### src/cgmv_pkg.sv
// Shared codes, widths and the command record passed from the front end to the back end.
`timescale 1ns / 1ps
package cgmv_pkg;

  localparam int OP_W     = 4;
  localparam int LEN_W    = 16;
  localparam int OFS_W    = 16;
  localparam int GPOS_W   = 32;
  localparam int KIND_W   = 2;
  localparam int CFG_IDX_W = 2;
  localparam int CFG_DATA_W = 32;

  // CIGAR operation codes that need their own handling; all others advance the cursors.
  localparam logic [OP_W-1:0] OP_INS  = 4'd1;
  localparam logic [OP_W-1:0] OP_DEL  = 4'd2;
  localparam logic [OP_W-1:0] OP_SOFT = 4'd4;
  localparam logic [OP_W-1:0] OP_MISM = 4'd7;

  // Variant record kinds.
  localparam logic [KIND_W-1:0] KIND_INS = 2'd0;
  localparam logic [KIND_W-1:0] KIND_DEL = 2'd1;
  localparam logic [KIND_W-1:0] KIND_SUB = 2'd2;

  // Configuration register indexes.
  localparam logic [CFG_IDX_W-1:0] CFG_REF_START   = 2'd0;
  localparam logic [CFG_IDX_W-1:0] CFG_QUERY_START = 2'd1;
  localparam logic [CFG_IDX_W-1:0] CFG_GENOME_START = 2'd2;

  // Bit positions in the record mask of a command, in emission order.
  localparam int REC_INS = 0;
  localparam int REC_DEL = 1;
  localparam int REC_SUB = 2;
  localparam int REC_N   = 3;

  typedef struct packed {
    logic [OFS_W-1:0]  base_ref;
    logic [OFS_W-1:0]  base_query;
    logic [GPOS_W-1:0] base_genome;
    logic [LEN_W-1:0]  ins_total;
    logic [LEN_W-1:0]  del_total;
    logic [LEN_W-1:0]  op_len;
    logic [REC_N-1:0]  rec_mask;
  } gap_cmd_t;

endpackage

### src/cgmv_front.sv
// Front end: takes CIGAR operations, merges gaps, tracks the cursors and issues record commands.
`timescale 1ns / 1ps
module cgmv_front (
  input  logic                          clk,
  input  logic                          rst,
  input  logic                          cfg_write,
  input  logic [cgmv_pkg::CFG_IDX_W-1:0]  cfg_index,
  input  logic [cgmv_pkg::CFG_DATA_W-1:0] cfg_data,
  input  logic                          op_valid,
  output logic                          op_stall,
  input  logic [cgmv_pkg::OP_W-1:0]     op_code,
  input  logic [cgmv_pkg::LEN_W-1:0]    op_length,
  input  logic                          last_op,
  input  logic                          queue_full,
  output logic                          cmd_push,
  output cgmv_pkg::gap_cmd_t            cmd
);
  import cgmv_pkg::*;

  logic [OFS_W-1:0]  ref_load;
  logic [OFS_W-1:0]  query_load;
  logic [GPOS_W-1:0] genome_load;
  logic [OFS_W-1:0]  ref_cursor;
  logic [OFS_W-1:0]  query_cursor;
  logic [GPOS_W-1:0] genome_cursor;
  logic [LEN_W-1:0]  pending_insert_total;
  logic [LEN_W-1:0]  pending_delete_total;
  logic              insert_pending;
  logic              delete_pending;
  logic              in_alignment;

  logic              accept;
  logic [OFS_W-1:0]  cur_ref;
  logic [OFS_W-1:0]  cur_query;
  logic [GPOS_W-1:0] cur_genome;
  logic              is_ins;
  logic              is_del;
  logic              is_gap;
  logic              advance;
  logic              flush;
  logic [LEN_W-1:0]  ins_acc;
  logic [LEN_W-1:0]  del_acc;
  logic              ins_flag;
  logic              del_flag;
  logic              ins_en;
  logic              del_en;
  logic [LEN_W-1:0]  ins_amt;
  logic [LEN_W-1:0]  del_amt;
  logic [LEN_W-1:0]  adv_len;
  logic [OFS_W-1:0]  ref_cursor_next;
  logic [OFS_W-1:0]  query_cursor_next;
  logic [GPOS_W-1:0] genome_cursor_next;

  assign op_stall = queue_full;
  assign accept   = op_valid && !op_stall;

  always_comb begin
    // The first operation of an alignment starts from the configured origin.
    cur_ref    = in_alignment ? ref_cursor    : ref_load;
    cur_query  = in_alignment ? query_cursor  : query_load;
    cur_genome = in_alignment ? genome_cursor : genome_load;

    is_ins  = (op_code == OP_INS);
    is_del  = (op_code == OP_DEL);
    is_gap  = is_ins || is_del;
    advance = !is_gap && (op_code != OP_SOFT);
    flush   = !is_gap || last_op;

    ins_acc  = pending_insert_total + (is_ins ? op_length : '0);
    del_acc  = pending_delete_total + (is_del ? op_length : '0);
    ins_flag = insert_pending || is_ins;
    del_flag = delete_pending || is_del;
    ins_en   = flush && ins_flag;
    del_en   = flush && del_flag;
    ins_amt  = ins_en ? ins_acc : '0;
    del_amt  = del_en ? del_acc : '0;
    adv_len  = advance ? op_length : '0;

    query_cursor_next  = cur_query + ins_amt + adv_len;
    ref_cursor_next    = cur_ref + del_amt + adv_len;
    genome_cursor_next = cur_genome + GPOS_W'(del_amt) + GPOS_W'(adv_len);

    cmd.base_ref    = cur_ref;
    cmd.base_query  = cur_query;
    cmd.base_genome = cur_genome;
    cmd.ins_total   = ins_amt;
    cmd.del_total   = del_amt;
    cmd.op_len      = op_length;
    cmd.rec_mask[REC_INS] = ins_en;
    cmd.rec_mask[REC_DEL] = del_en;
    cmd.rec_mask[REC_SUB] = (op_code == OP_MISM);

    cmd_push = accept && (cmd.rec_mask != '0);
  end

  always_ff @(posedge clk) begin
    if (rst) begin
      ref_load             <= '0;
      query_load           <= '0;
      genome_load          <= '0;
      ref_cursor           <= '0;
      query_cursor         <= '0;
      genome_cursor        <= '0;
      pending_insert_total <= '0;
      pending_delete_total <= '0;
      insert_pending       <= 1'b0;
      delete_pending       <= 1'b0;
      in_alignment         <= 1'b0;
    end else begin
      if (cfg_write) begin
        unique case (cfg_index)
          CFG_REF_START:    ref_load   <= cfg_data[OFS_W-1:0];
          CFG_QUERY_START:  query_load <= cfg_data[OFS_W-1:0];
          // Held already converted to a zero-based position.
          CFG_GENOME_START: genome_load <= (cfg_data == '0) ? '0 : cfg_data - 1'b1;
          default: ;
        endcase
      end
      if (accept) begin
        ref_cursor           <= ref_cursor_next;
        query_cursor         <= query_cursor_next;
        genome_cursor        <= genome_cursor_next;
        pending_insert_total <= flush ? '0 : ins_acc;
        pending_delete_total <= flush ? '0 : del_acc;
        insert_pending       <= flush ? 1'b0 : ins_flag;
        delete_pending       <= flush ? 1'b0 : del_flag;
        in_alignment         <= !last_op;
      end
    end
  end

endmodule

### src/cgmv_queue.sv
// Short command queue that decouples the front end from the back end.
`timescale 1ns / 1ps
module cgmv_queue #(
  parameter int DEPTH = 4
) (
  input  logic               clk,
  input  logic               rst,
  input  logic               push,
  input  cgmv_pkg::gap_cmd_t push_data,
  output logic               full,
  input  logic               pop,
  output logic               head_valid,
  output cgmv_pkg::gap_cmd_t head
);
  import cgmv_pkg::*;

  localparam int PTR_W = $clog2(DEPTH);
  localparam int CNT_W = $clog2(DEPTH + 1);
  localparam logic [PTR_W-1:0] LAST_IDX = PTR_W'(DEPTH - 1);
  localparam logic [CNT_W-1:0] FULL_CNT = CNT_W'(DEPTH);

  gap_cmd_t         slots [DEPTH];
  logic [PTR_W-1:0] wr_ptr;
  logic [PTR_W-1:0] rd_ptr;
  logic [CNT_W-1:0] count;
  logic             do_push;
  logic             do_pop;

  assign full       = (count == FULL_CNT);
  assign head_valid = (count != '0);
  assign head       = slots[rd_ptr];
  assign do_push    = push && !full;
  assign do_pop     = pop && head_valid;

  always_ff @(posedge clk) begin
    if (do_push) begin
      slots[wr_ptr] <= push_data;
    end
  end

  always_ff @(posedge clk) begin
    if (rst) begin
      wr_ptr <= '0;
      rd_ptr <= '0;
      count  <= '0;
    end else begin
      if (do_push) begin
        wr_ptr <= (wr_ptr == LAST_IDX) ? '0 : wr_ptr + 1'b1;
      end
      if (do_pop) begin
        rd_ptr <= (rd_ptr == LAST_IDX) ? '0 : rd_ptr + 1'b1;
      end
      if (do_push && !do_pop) begin
        count <= count + 1'b1;
      end else if (do_pop && !do_push) begin
        count <= count - 1'b1;
      end
    end
  end

endmodule

### src/cgmv_back.sv
// Back end: expands each command into its variant records and holds them in the output register.
`timescale 1ns / 1ps
module cgmv_back (
  input  logic                        clk,
  input  logic                        rst,
  input  logic                        head_valid,
  input  cgmv_pkg::gap_cmd_t          head,
  output logic                        pop,
  output logic                        variant_valid,
  input  logic                        variant_stall,
  output logic [cgmv_pkg::KIND_W-1:0] variant_kind,
  output logic [cgmv_pkg::GPOS_W-1:0] genomic_position,
  output logic [cgmv_pkg::OFS_W-1:0]  ref_offset,
  output logic [cgmv_pkg::OFS_W-1:0]  query_offset,
  output logic [cgmv_pkg::LEN_W-1:0]  variant_length,
  output logic                        last_result
);
  import cgmv_pkg::*;

  logic [REC_N-1:0]  done;
  logic [REC_N-1:0]  remaining;
  logic [REC_N-1:0]  sel;
  logic              sel_last;
  logic              load;
  logic [KIND_W-1:0] kind_sel;
  logic [GPOS_W-1:0] gpos_sel;
  logic [OFS_W-1:0]  ref_sel;
  logic [OFS_W-1:0]  query_sel;
  logic [LEN_W-1:0]  len_sel;

  always_comb begin
    remaining = head.rec_mask & ~done;
    // Records leave in the order insertion, deletion, substitution.
    if (remaining[REC_INS]) begin
      sel = REC_N'(1) << REC_INS;
    end else if (remaining[REC_DEL]) begin
      sel = REC_N'(1) << REC_DEL;
    end else begin
      sel = REC_N'(1) << REC_SUB;
    end
    sel_last = ((remaining & ~sel) == '0);
    load     = head_valid && (!variant_valid || !variant_stall);
    pop      = load && sel_last;

    kind_sel  = KIND_SUB;
    gpos_sel  = head.base_genome + GPOS_W'(head.del_total);
    ref_sel   = head.base_ref + head.del_total;
    query_sel = head.base_query + head.ins_total;
    len_sel   = head.op_len;
    case (1'b1)
      sel[REC_INS]: begin
        kind_sel  = KIND_INS;
        gpos_sel  = head.base_genome;
        ref_sel   = head.base_ref;
        query_sel = head.base_query;
        len_sel   = head.ins_total;
      end
      sel[REC_DEL]: begin
        kind_sel  = KIND_DEL;
        gpos_sel  = head.base_genome;
        ref_sel   = head.base_ref;
        len_sel   = head.del_total;
      end
      default: ;
    endcase
  end

  always_ff @(posedge clk) begin
    if (load) begin
      variant_kind     <= kind_sel;
      genomic_position <= gpos_sel;
      ref_offset       <= ref_sel;
      query_offset     <= query_sel;
      variant_length   <= len_sel;
      last_result      <= sel_last;
    end
  end

  always_ff @(posedge clk) begin
    if (rst) begin
      variant_valid <= 1'b0;
      done          <= '0;
    end else begin
      if (load) begin
        variant_valid <= 1'b1;
        done          <= sel_last ? '0 : (done | sel);
      end else if (!variant_stall) begin
        variant_valid <= 1'b0;
      end
    end
  end

endmodule

### src/cigar_gap_merge_variant_walker.sv
// Top level of the CIGAR gap-merging variant walker.
`timescale 1ns / 1ps
// The walker takes one parsed CIGAR operation per transfer and returns a variant record for
// every merged insertion, merged deletion and mismatch run, with its zero-based genomic
// position, reference and query offsets and length. Adjacent I and D operations are merged
// into one insertion record followed by one deletion record, flushed by the next non-gap
// operation or by the last operation of the alignment. A front end accepts one operation per
// clock cycle while the queue is not full, keeps the cursors and pending gap totals, and hands
// each operation that causes records to a command queue (QUEUE_DEPTH entries). The back end
// expands a command into its records, one per cycle while the output is not stalled, into an
// output register. An operation causes up to three records, for a mismatch that closes a gap
// run, so the single record emitted per cycle in the back end limits the sustained throughput.
// Operations that cause no record never reach the queue. The input stalls only while the
// queue is full. The user must see that the start offsets and genomic start are written
// through the configuration port only while the block is idle; the block itself does not
// enforce this. They take effect at the first operation of the next alignment. Totals and
// offsets wrap at 16 bits and the genomic position at 32 bits.
module cigar_gap_merge_variant_walker #(
  parameter int QUEUE_DEPTH = 4
) (
  input  logic                            clk,
  input  logic                            rst,
  input  logic                            cfg_write,
  input  logic [cgmv_pkg::CFG_IDX_W-1:0]  cfg_index,
  input  logic [cgmv_pkg::CFG_DATA_W-1:0] cfg_data,
  input  logic                            op_valid,
  output logic                            op_stall,
  input  logic [cgmv_pkg::OP_W-1:0]       op_code,
  input  logic [cgmv_pkg::LEN_W-1:0]      op_length,
  input  logic                            last_op,
  output logic                            variant_valid,
  input  logic                            variant_stall,
  output logic [cgmv_pkg::KIND_W-1:0]     variant_kind,
  output logic [cgmv_pkg::GPOS_W-1:0]     genomic_position,
  output logic [cgmv_pkg::OFS_W-1:0]      ref_offset,
  output logic [cgmv_pkg::OFS_W-1:0]      query_offset,
  output logic [cgmv_pkg::LEN_W-1:0]      variant_length,
  output logic                            last_result
);
  import cgmv_pkg::*;

  // Command from the front end and the head of the queue towards the back end.
  gap_cmd_t cmd;
  gap_cmd_t head;
  logic     cmd_push;
  logic     queue_full;
  logic     head_valid;
  logic     pop;

  // The front end owns the configuration registers and all cursor state.
  cgmv_front u_front (
    .clk        (clk),
    .rst        (rst),
    .cfg_write  (cfg_write),
    .cfg_index  (cfg_index),
    .cfg_data   (cfg_data),
    .op_valid   (op_valid),
    .op_stall   (op_stall),
    .op_code    (op_code),
    .op_length  (op_length),
    .last_op    (last_op),
    .queue_full (queue_full),
    .cmd_push   (cmd_push),
    .cmd        (cmd)
  );

  // Each entry carries the cursors before the operation and the gap totals, so the back end
  // can form every record's fields with one add.
  cgmv_queue #(
    .DEPTH (QUEUE_DEPTH)
  ) u_queue (
    .clk        (clk),
    .rst        (rst),
    .push       (cmd_push),
    .push_data  (cmd),
    .full       (queue_full),
    .pop        (pop),
    .head_valid (head_valid),
    .head       (head)
  );

  // The back end marks the final record of each operation with last_result.
  cgmv_back u_back (
    .clk              (clk),
    .rst              (rst),
    .head_valid       (head_valid),
    .head             (head),
    .pop              (pop),
    .variant_valid    (variant_valid),
    .variant_stall    (variant_stall),
    .variant_kind     (variant_kind),
    .genomic_position (genomic_position),
    .ref_offset       (ref_offset),
    .query_offset     (query_offset),
    .variant_length   (variant_length),
    .last_result      (last_result)
  );

endmodule

### config.mk
export PLATFORM = sky130hd
export DESIGN_NAME = cigar_gap_merge_variant_walker
export DESIGN_NICKNAME = d
export VERILOG_FILES = /design/src/cgmv_pkg.sv /design/src/cgmv_front.sv /design/src/cgmv_queue.sv /design/src/cgmv_back.sv /design/src/cigar_gap_merge_variant_walker.sv
export SDC_FILE = /design/constraint.sdc
export NUM_CORES = 1
export LEC_CHECK = 0
export BUFFER_PORTS_ARGS = -buffer_cell sky130_fd_sc_hd__buf_4
export CORE_UTILIZATION = 40
export DETAILED_ROUTE_END_ITERATION = 10
export PLACE_DENSITY = 0.61
export SLEW_MARGIN = 20
export SYNTH_ARGS = -nofsm -noshare
export SYNTH_HDL_FRONTEND = slang
export SYNTH_HIERARCHICAL = 1
export SYNTH_SLANG_ARGS = --single-unit
### constraint.sdc
create_clock -name clk -period 12.4 [get_ports clk]
set_clock_uncertainty 0.1 [all_clocks]
set_input_delay 1.86 -clock clk [delete_from_list [all_inputs] [get_ports clk]]
set_output_delay 1.86 -clock clk [all_outputs]
set_load 0.02 [all_outputs]
* After elaboration in Yosys (flattened, before gate mapping)
Memory sizes are Yosys's and may differ from the RTL's. A register that Yosys moved wholly into a read port is not among the register bits.
Cells that the tools add are included.
** Operators by class
- Bitwise gates (word level) :: 5
- Eq/ne operators :: 10
- Mux-type cells :: 34
- Reduce and logical (&&, ||, !) cells :: 32
- Add/sub/neg operators :: 16
** Operators with widths (count)
- 16-bit two-way mux :: 14
- 16-bit adder :: 8
- 32-bit two-way mux :: 4
- 32-bit by 16-bit adder with 32-bit output :: 3
- 32-bit zero test :: 1
- 32-bit by 1-bit subtractor with 32-bit output, second input constant :: 1
- 3-bit two-way mux :: 5
- 1-bit logical AND :: 11
- 2-bit two-way mux :: 5
- 1-bit zero test :: 7
- 3-bit AND :: 2
- 2-bit equality test, second input constant :: 3
- 1-bit two-way mux :: 6
- 3-bit inverter :: 2
- 2-bit AND reduction :: 3
- 3-bit nonzero test :: 2
- 1-bit logical OR :: 5
- 2-bit by 1-bit adder with 2-bit output, second input constant :: 2
- 4-bit by 1-bit equality test with 1-bit output, second input constant :: 1
- 4-bit by 2-bit equality test with 1-bit output, second input constant :: 1
- 4-bit by 3-bit equality test with 1-bit output, second input constant :: 1
- 4-bit by 3-bit != test with 1-bit output, second input constant :: 1
- 3-bit by 1-bit adder with 3-bit output, second input constant :: 1
- 3-bit equality test, second input constant :: 1
- 7 further kinds :: 7
** Storage, ports and cells
- Output and inout port bits :: 85
- Bits in writable memories :: 460
- Memories :: 1
- Register bits after elaboration :: 257
- Word-level logic and storage cells :: 120
- Input port bits :: 60
** Memories
- u_queue.slots :: depth 4, width 115, read ports 1, clocked after memory_dff 1, write ports 1, line cgmv_queue.sv:22 : gap_cmd_t slots [DEPTH];

* Longest topological paths before layout
- Depth after elaboration :: 12
- Gate-level depth with buffers :: 23
- Gate-level depth less buffers :: 22

* Hierarchy
Netlist, hierarchy kept.
** Modules (own cells, without submodules)
- cgmv_queue :: instances 1, sequential area each 13993.4 µm², cells each 651, area an instance 17037.6 µm²
- cgmv_front :: instances 1, sequential area each 3263.1 µm², cells each 1522, area an instance 12391.9 µm²
- cgmv_back :: instances 1, sequential area each 2572.5 µm², cells each 588, area an instance 5865.6 µm²

* Worst setup path after synthesis
No wires, ideal clock.
- Kind :: in2reg
- From :: input port variant_stall
- To :: register u_queue.count[2]
- Setup time :: 70 ps
- Buffers on the path :: 0
- Path slack :: 2379 ps
- Data required time :: 12230 ps
- Arrival :: 9851 ps
- Stages on the path :: 9
- Cells stage by stage :: a21boi_0 -> and2_1 -> o31ai_1 -> ha_1 -> inv_1 -> fa_1 -> xor2_1 -> or3_1 -> a21oi_1
** Between the ends
- Longest elaborated chain between the ends :: 8
- Elaborated cells on any way between the ends :: 10
- Those cells by class :: mux: 1; reduce/logical: 9
** Ends and longest elaborated chain
- start: declaration :: line cigar_gap_merge_variant_walker.sv:32 : input logic variant_stall,
- 1-bit zero test * :: line cgmv_back.sv:42 : load = head_valid && (!variant_valid || !variant_stall);
- 1-bit logical OR * :: line cgmv_back.sv:42
- 1-bit logical AND * :: line cgmv_back.sv:42
- 1-bit logical AND * :: line cgmv_back.sv:43 : pop = load && sel_last;
- via pop :: line cigar_gap_merge_variant_walker.sv:48 : logic pop;
- 1-bit logical AND * :: line cgmv_queue.sv:33 : assign do_pop = pop && head_valid;
- 1-bit zero test :: line cgmv_queue.sv:53 : if (do_push && !do_pop) begin
- 1-bit logical AND :: line cgmv_queue.sv:53
- 3-bit two-way mux or 2-bit nonzero test (tied branches)
- end signal: assignment :: line cgmv_queue.sv:54 : count <= count + 1'b1;
- end signal: assignment :: line cgmv_queue.sv:56 : count <= count - 1'b1;
- end: declaration :: line cgmv_queue.sv:25 : logic [CNT_W-1:0] count;
The timed path passes the listed nets; every way through them passes the cells marked *.
A chain may end at the register's enable or synchronous reset.

==> metrics.txt <==
outcome=completed; die footprint=89,400 um^2; number of remaining DRC errors=0; largest net degree at the start of global routing=67; via count=roughly 23,000; row count=108; clock latency on the worst-skew pair=roughly 0.64 ns; share of cells above drive strength 1=roughly 17%; Seq/Total Area, Yosys=56.2%; first-pass GRT wire length=about 140,000 um; Total GRT Usage=about a fifth; Syn Nets=between 3,000 and 4,000; drt pass-1 iters=7; unrepaired setup endpoints after global routing=false; Clock Tree Root=clkbuf_16; Setup crit start=op_code[0]; Final min period=7.40 ns; WS Path Type=in -> reg; drt wl/cell=23.1 um; Leakage=14.8 nW; CTS tree=yes; synth top area cells=edfxtp_1, dfxtp_1, mux4_2; Max Slew Vio Count=0; # clock sinks=719; Slew headroom=between 20% and 30%; crit start category=primary input; initial antenna violation count=4; CP Data Arrival Time=7.83 ns; MaxCap Viol Count=0; total congestion overflow=0; pwr dens=165 nW/um^2; PortBufs=144; ys flop type=edfxtp_1; worst hold path depth=2; worst reg2reg path startpoint=u_front/pending_delete_total[0]$_SDFFE_PP0P_; Resized cells post-CTS=0; number of fill cells in the layout=7,772; worst hold slack=0.346 ns; Final ANT Viol Nets=0; Worst VDD drop=about 0.13 mV; fin crit share=59.6%; total number of H-tree levels=3; via/cell ratio=around 5.6; Area growth, synth to finish=13.6%; r2r endpoint=u_front/genome_cursor[21]$_SDFFE_PP0P_; Tightest Pin Transition=~1.1 ns; Synth Warn #=6; Mapped Cells=2,761; R2R Setup Slk=~6.8 ns; total setup buffers inserted after CTS=0; layout net count=between 3,000 and 4,000; chip height=299 um; crit path capture=u_front/genome_cursor[21]$_SDFFE_PP0P_; R2R depth=19; min-delay worst type=reg -> reg; vias in the first global route=22,600; Max Clk Rate=0.135 GHz; Worst-path clk slew=0.06 ns; CP Capture Type=flip-flop; Final Hold Vio Count=0; Design Area, Final=~40,000 um^2; Post-Route WL=94,600 um; Post-Syn Area=35,300 um^2; total I/O pin count=145; clock tree buffer depth=3; hold buffers post-CTS=0; Final TNS setup=0 ns; post-synth top area share=46.2%; Worst Path Required=12.83 ns; critical-path maximum fanout=21; hpwl dp=68,000 um; placed instance area=37,500 um^2; Post-synth EDFFs=543; starting density of the core=between 40% and 50%; Synth Area per Inst=12.8 um^2; ys async rst share=0%; Num CTS Buffers=between 70 and 80; Unique masters post-synth=94; die width=approximately 300 um; global placer's final weighted congestion=0.904; Core Area=87,000 um^2; final setup vio count=0; number of synthesized register bits=719; cell taking the most area after synthesis=edfxtp_1; Initial DRC Count=~1,900
-- through the flow --
stage               cells  setup WS [ns]  utilization, %  total power [W]
finish               4101           5.00            46.1          0.00661
global route         4100           4.58            46.1          0.00687
CTS                  4099           5.11            46.0          0.00668
detailed placement   3960           4.43            43.0          0.00429
global placement     3960           4.65            43.0          0.00427
floorplan            2761           2.38               -          0.00385
-- metal layers --
metal	wire (um)	GRT usage, %	part of all wire [%]
met4	1940	5.61	2.1
met5	13	0	0.014
met1	42500	30.1	45
met2	44000	33.4	47
met3	6080	3.20	6.4
-- worst max-delay path: stages --
cell and delay (ns):
buf_4 0.13, nor4b_2 0.29, buf_4 0.29, and2_1 0.16
ha_1 0.18, inv_1 0.07, fa_1 0.43, nor2b_1 0.20
o31a_1 0.19, o22ai_1 0.16, a32oi_1 0.64, a21oi_1 0.24
or3_1 0.38, nand3_1 0.25, fa_1 0.47, ha_1 0.34
a21o_1 0.17, a21o_1 0.16, a21o_1 0.20, a2bb2oi_1 0.20
o21a_1 0.37, o21ai_0 0.14, a32o_1 0.28
-- cell usage in the layout (no fill, tap or decap), drive strengths merged, types with 102 or more instances in the layout --
cell type and count:
edfxtp 543, buf 174, mux4 115, a21oi 156, ha 137, inv 102
nand2 299, o21ai 171, nor2 135, dfxtp 176
-- layout make-up --
| class | instances | area, um^2 | share of cell area [%] |
|---|---|---|---|
| inverters | 95 | 358 | 0.892 |
| multi-input cells | 1818 | 14500 | 36.2 |
| clock inverters | 44 | 556 | 1.39 |
| diodes | 1 | 2.50 | 0.00624 |
| flip-flops and latches | 719 | 19800 | 49.5 |
| repair buffers | 174 | 1330 | 3.31 |
| well taps | 1155 | 1450 | 3.60 |
| clock buffers | 95 | 2060 | 5.13 |
-- power breakdown --
group | switching [W] | internal, W | total [W]
Sequential | 0.0000732 | 0.00282 | 0.00289
Clock | 0.000992 | 0.00138 | 0.00238
Combinational | 0.000831 | 0.000513 | 0.00134
-- how the worst min path moves through the flow --
stage	end	start	slack, ns
floorplan	u_front/genome_cursor[29]$_SDFFE_PP0P_	u_front/genome_cursor[29]$_SDFFE_PP0P_	0.32
global placement	u_front/genome_cursor[8]$_SDFFE_PP0P_	u_front/genome_cursor[8]$_SDFFE_PP0P_	0.33
detailed placement	u_front/ref_cursor[11]$_SDFFE_PP0P_	u_front/ref_cursor[11]$_SDFFE_PP0P_	0.34
CTS	u_front/genome_load[23]$_SDFFE_PP0P_	u_front/genome_load[23]$_SDFFE_PP0P_	0.35
global route	u_front/genome_cursor[14]$_SDFFE_PP0P_	u_front/genome_cursor[14]$_SDFFE_PP0P_	0.36
finish	u_front/genome_load[23]$_SDFFE_PP0P_	u_front/genome_load[23]$_SDFFE_PP0P_	0.35
-- sequential cells by signal, summed over array words and instances, names as in the netlist, 2 cells and up, named ones only --
signal	count
u_front/ref_cursor	16
u_back/ref_offset	16
u_back/done	3
u_front/pending_delete_total	16
u_queue/wr_ptr	2
u_back/variant_length	16
u_queue/slots	460
u_back/variant_kind	2
u_front/ref_load	16
u_back/genomic_position	32
u_front/genome_load	32
u_front/pending_insert_total	16
u_queue/count	3
u_back/query_offset	16
u_front/query_load	16
u_front/genome_cursor	32
u_front/query_cursor	16
u_queue/rd_ptr	2
-- kinds of logic (layout without fill, tap and decap cells) --
logic type	count (synthesis)	in the layout	synth area share (%)
buffers and inverters	224	408	2.90
xor gates and xnor gates	151	151	3.75
AOI/OAI and AO/OA	565	565	9.94
and+or+nand+nor	716	716	9.76
muxes	204	204	10.1
DFF	719	719	56.2
other	0	1	0
adders and majority gates	182	182	7.41
-- synth_stat cells (7+ instances only) --
library cell	count
a211oi_1	21
a21o_1	48
a21oi_1	155
a22oi_1	18
a31o_2	8
a31oi_1	17
and2_1	55
and3_1	24
buf_1	7
buf_2	20
buf_4	21
buf_6	9
clkbuf_1	71
dfxtp_1	176
edfxtp_1	543
fa_1	45
ha_1	137
inv_1	92
mux2_2	55
mux2i_1	34
mux4_2	115
nand2_1	298
nand2b_1	14
nand3_1	38
nand3b_1	11
nand4_1	10
nor2_1	135
nor2b_1	23
nor3_1	42
o211ai_1	11
o21a_1	26
o21ai_0	142
o21ai_1	28
o21bai_1	11
o31ai_1	19
or3_1	12
or4_1	8
xnor2_1	95
xor2_1	56
(Power assumes the default switching activity.)
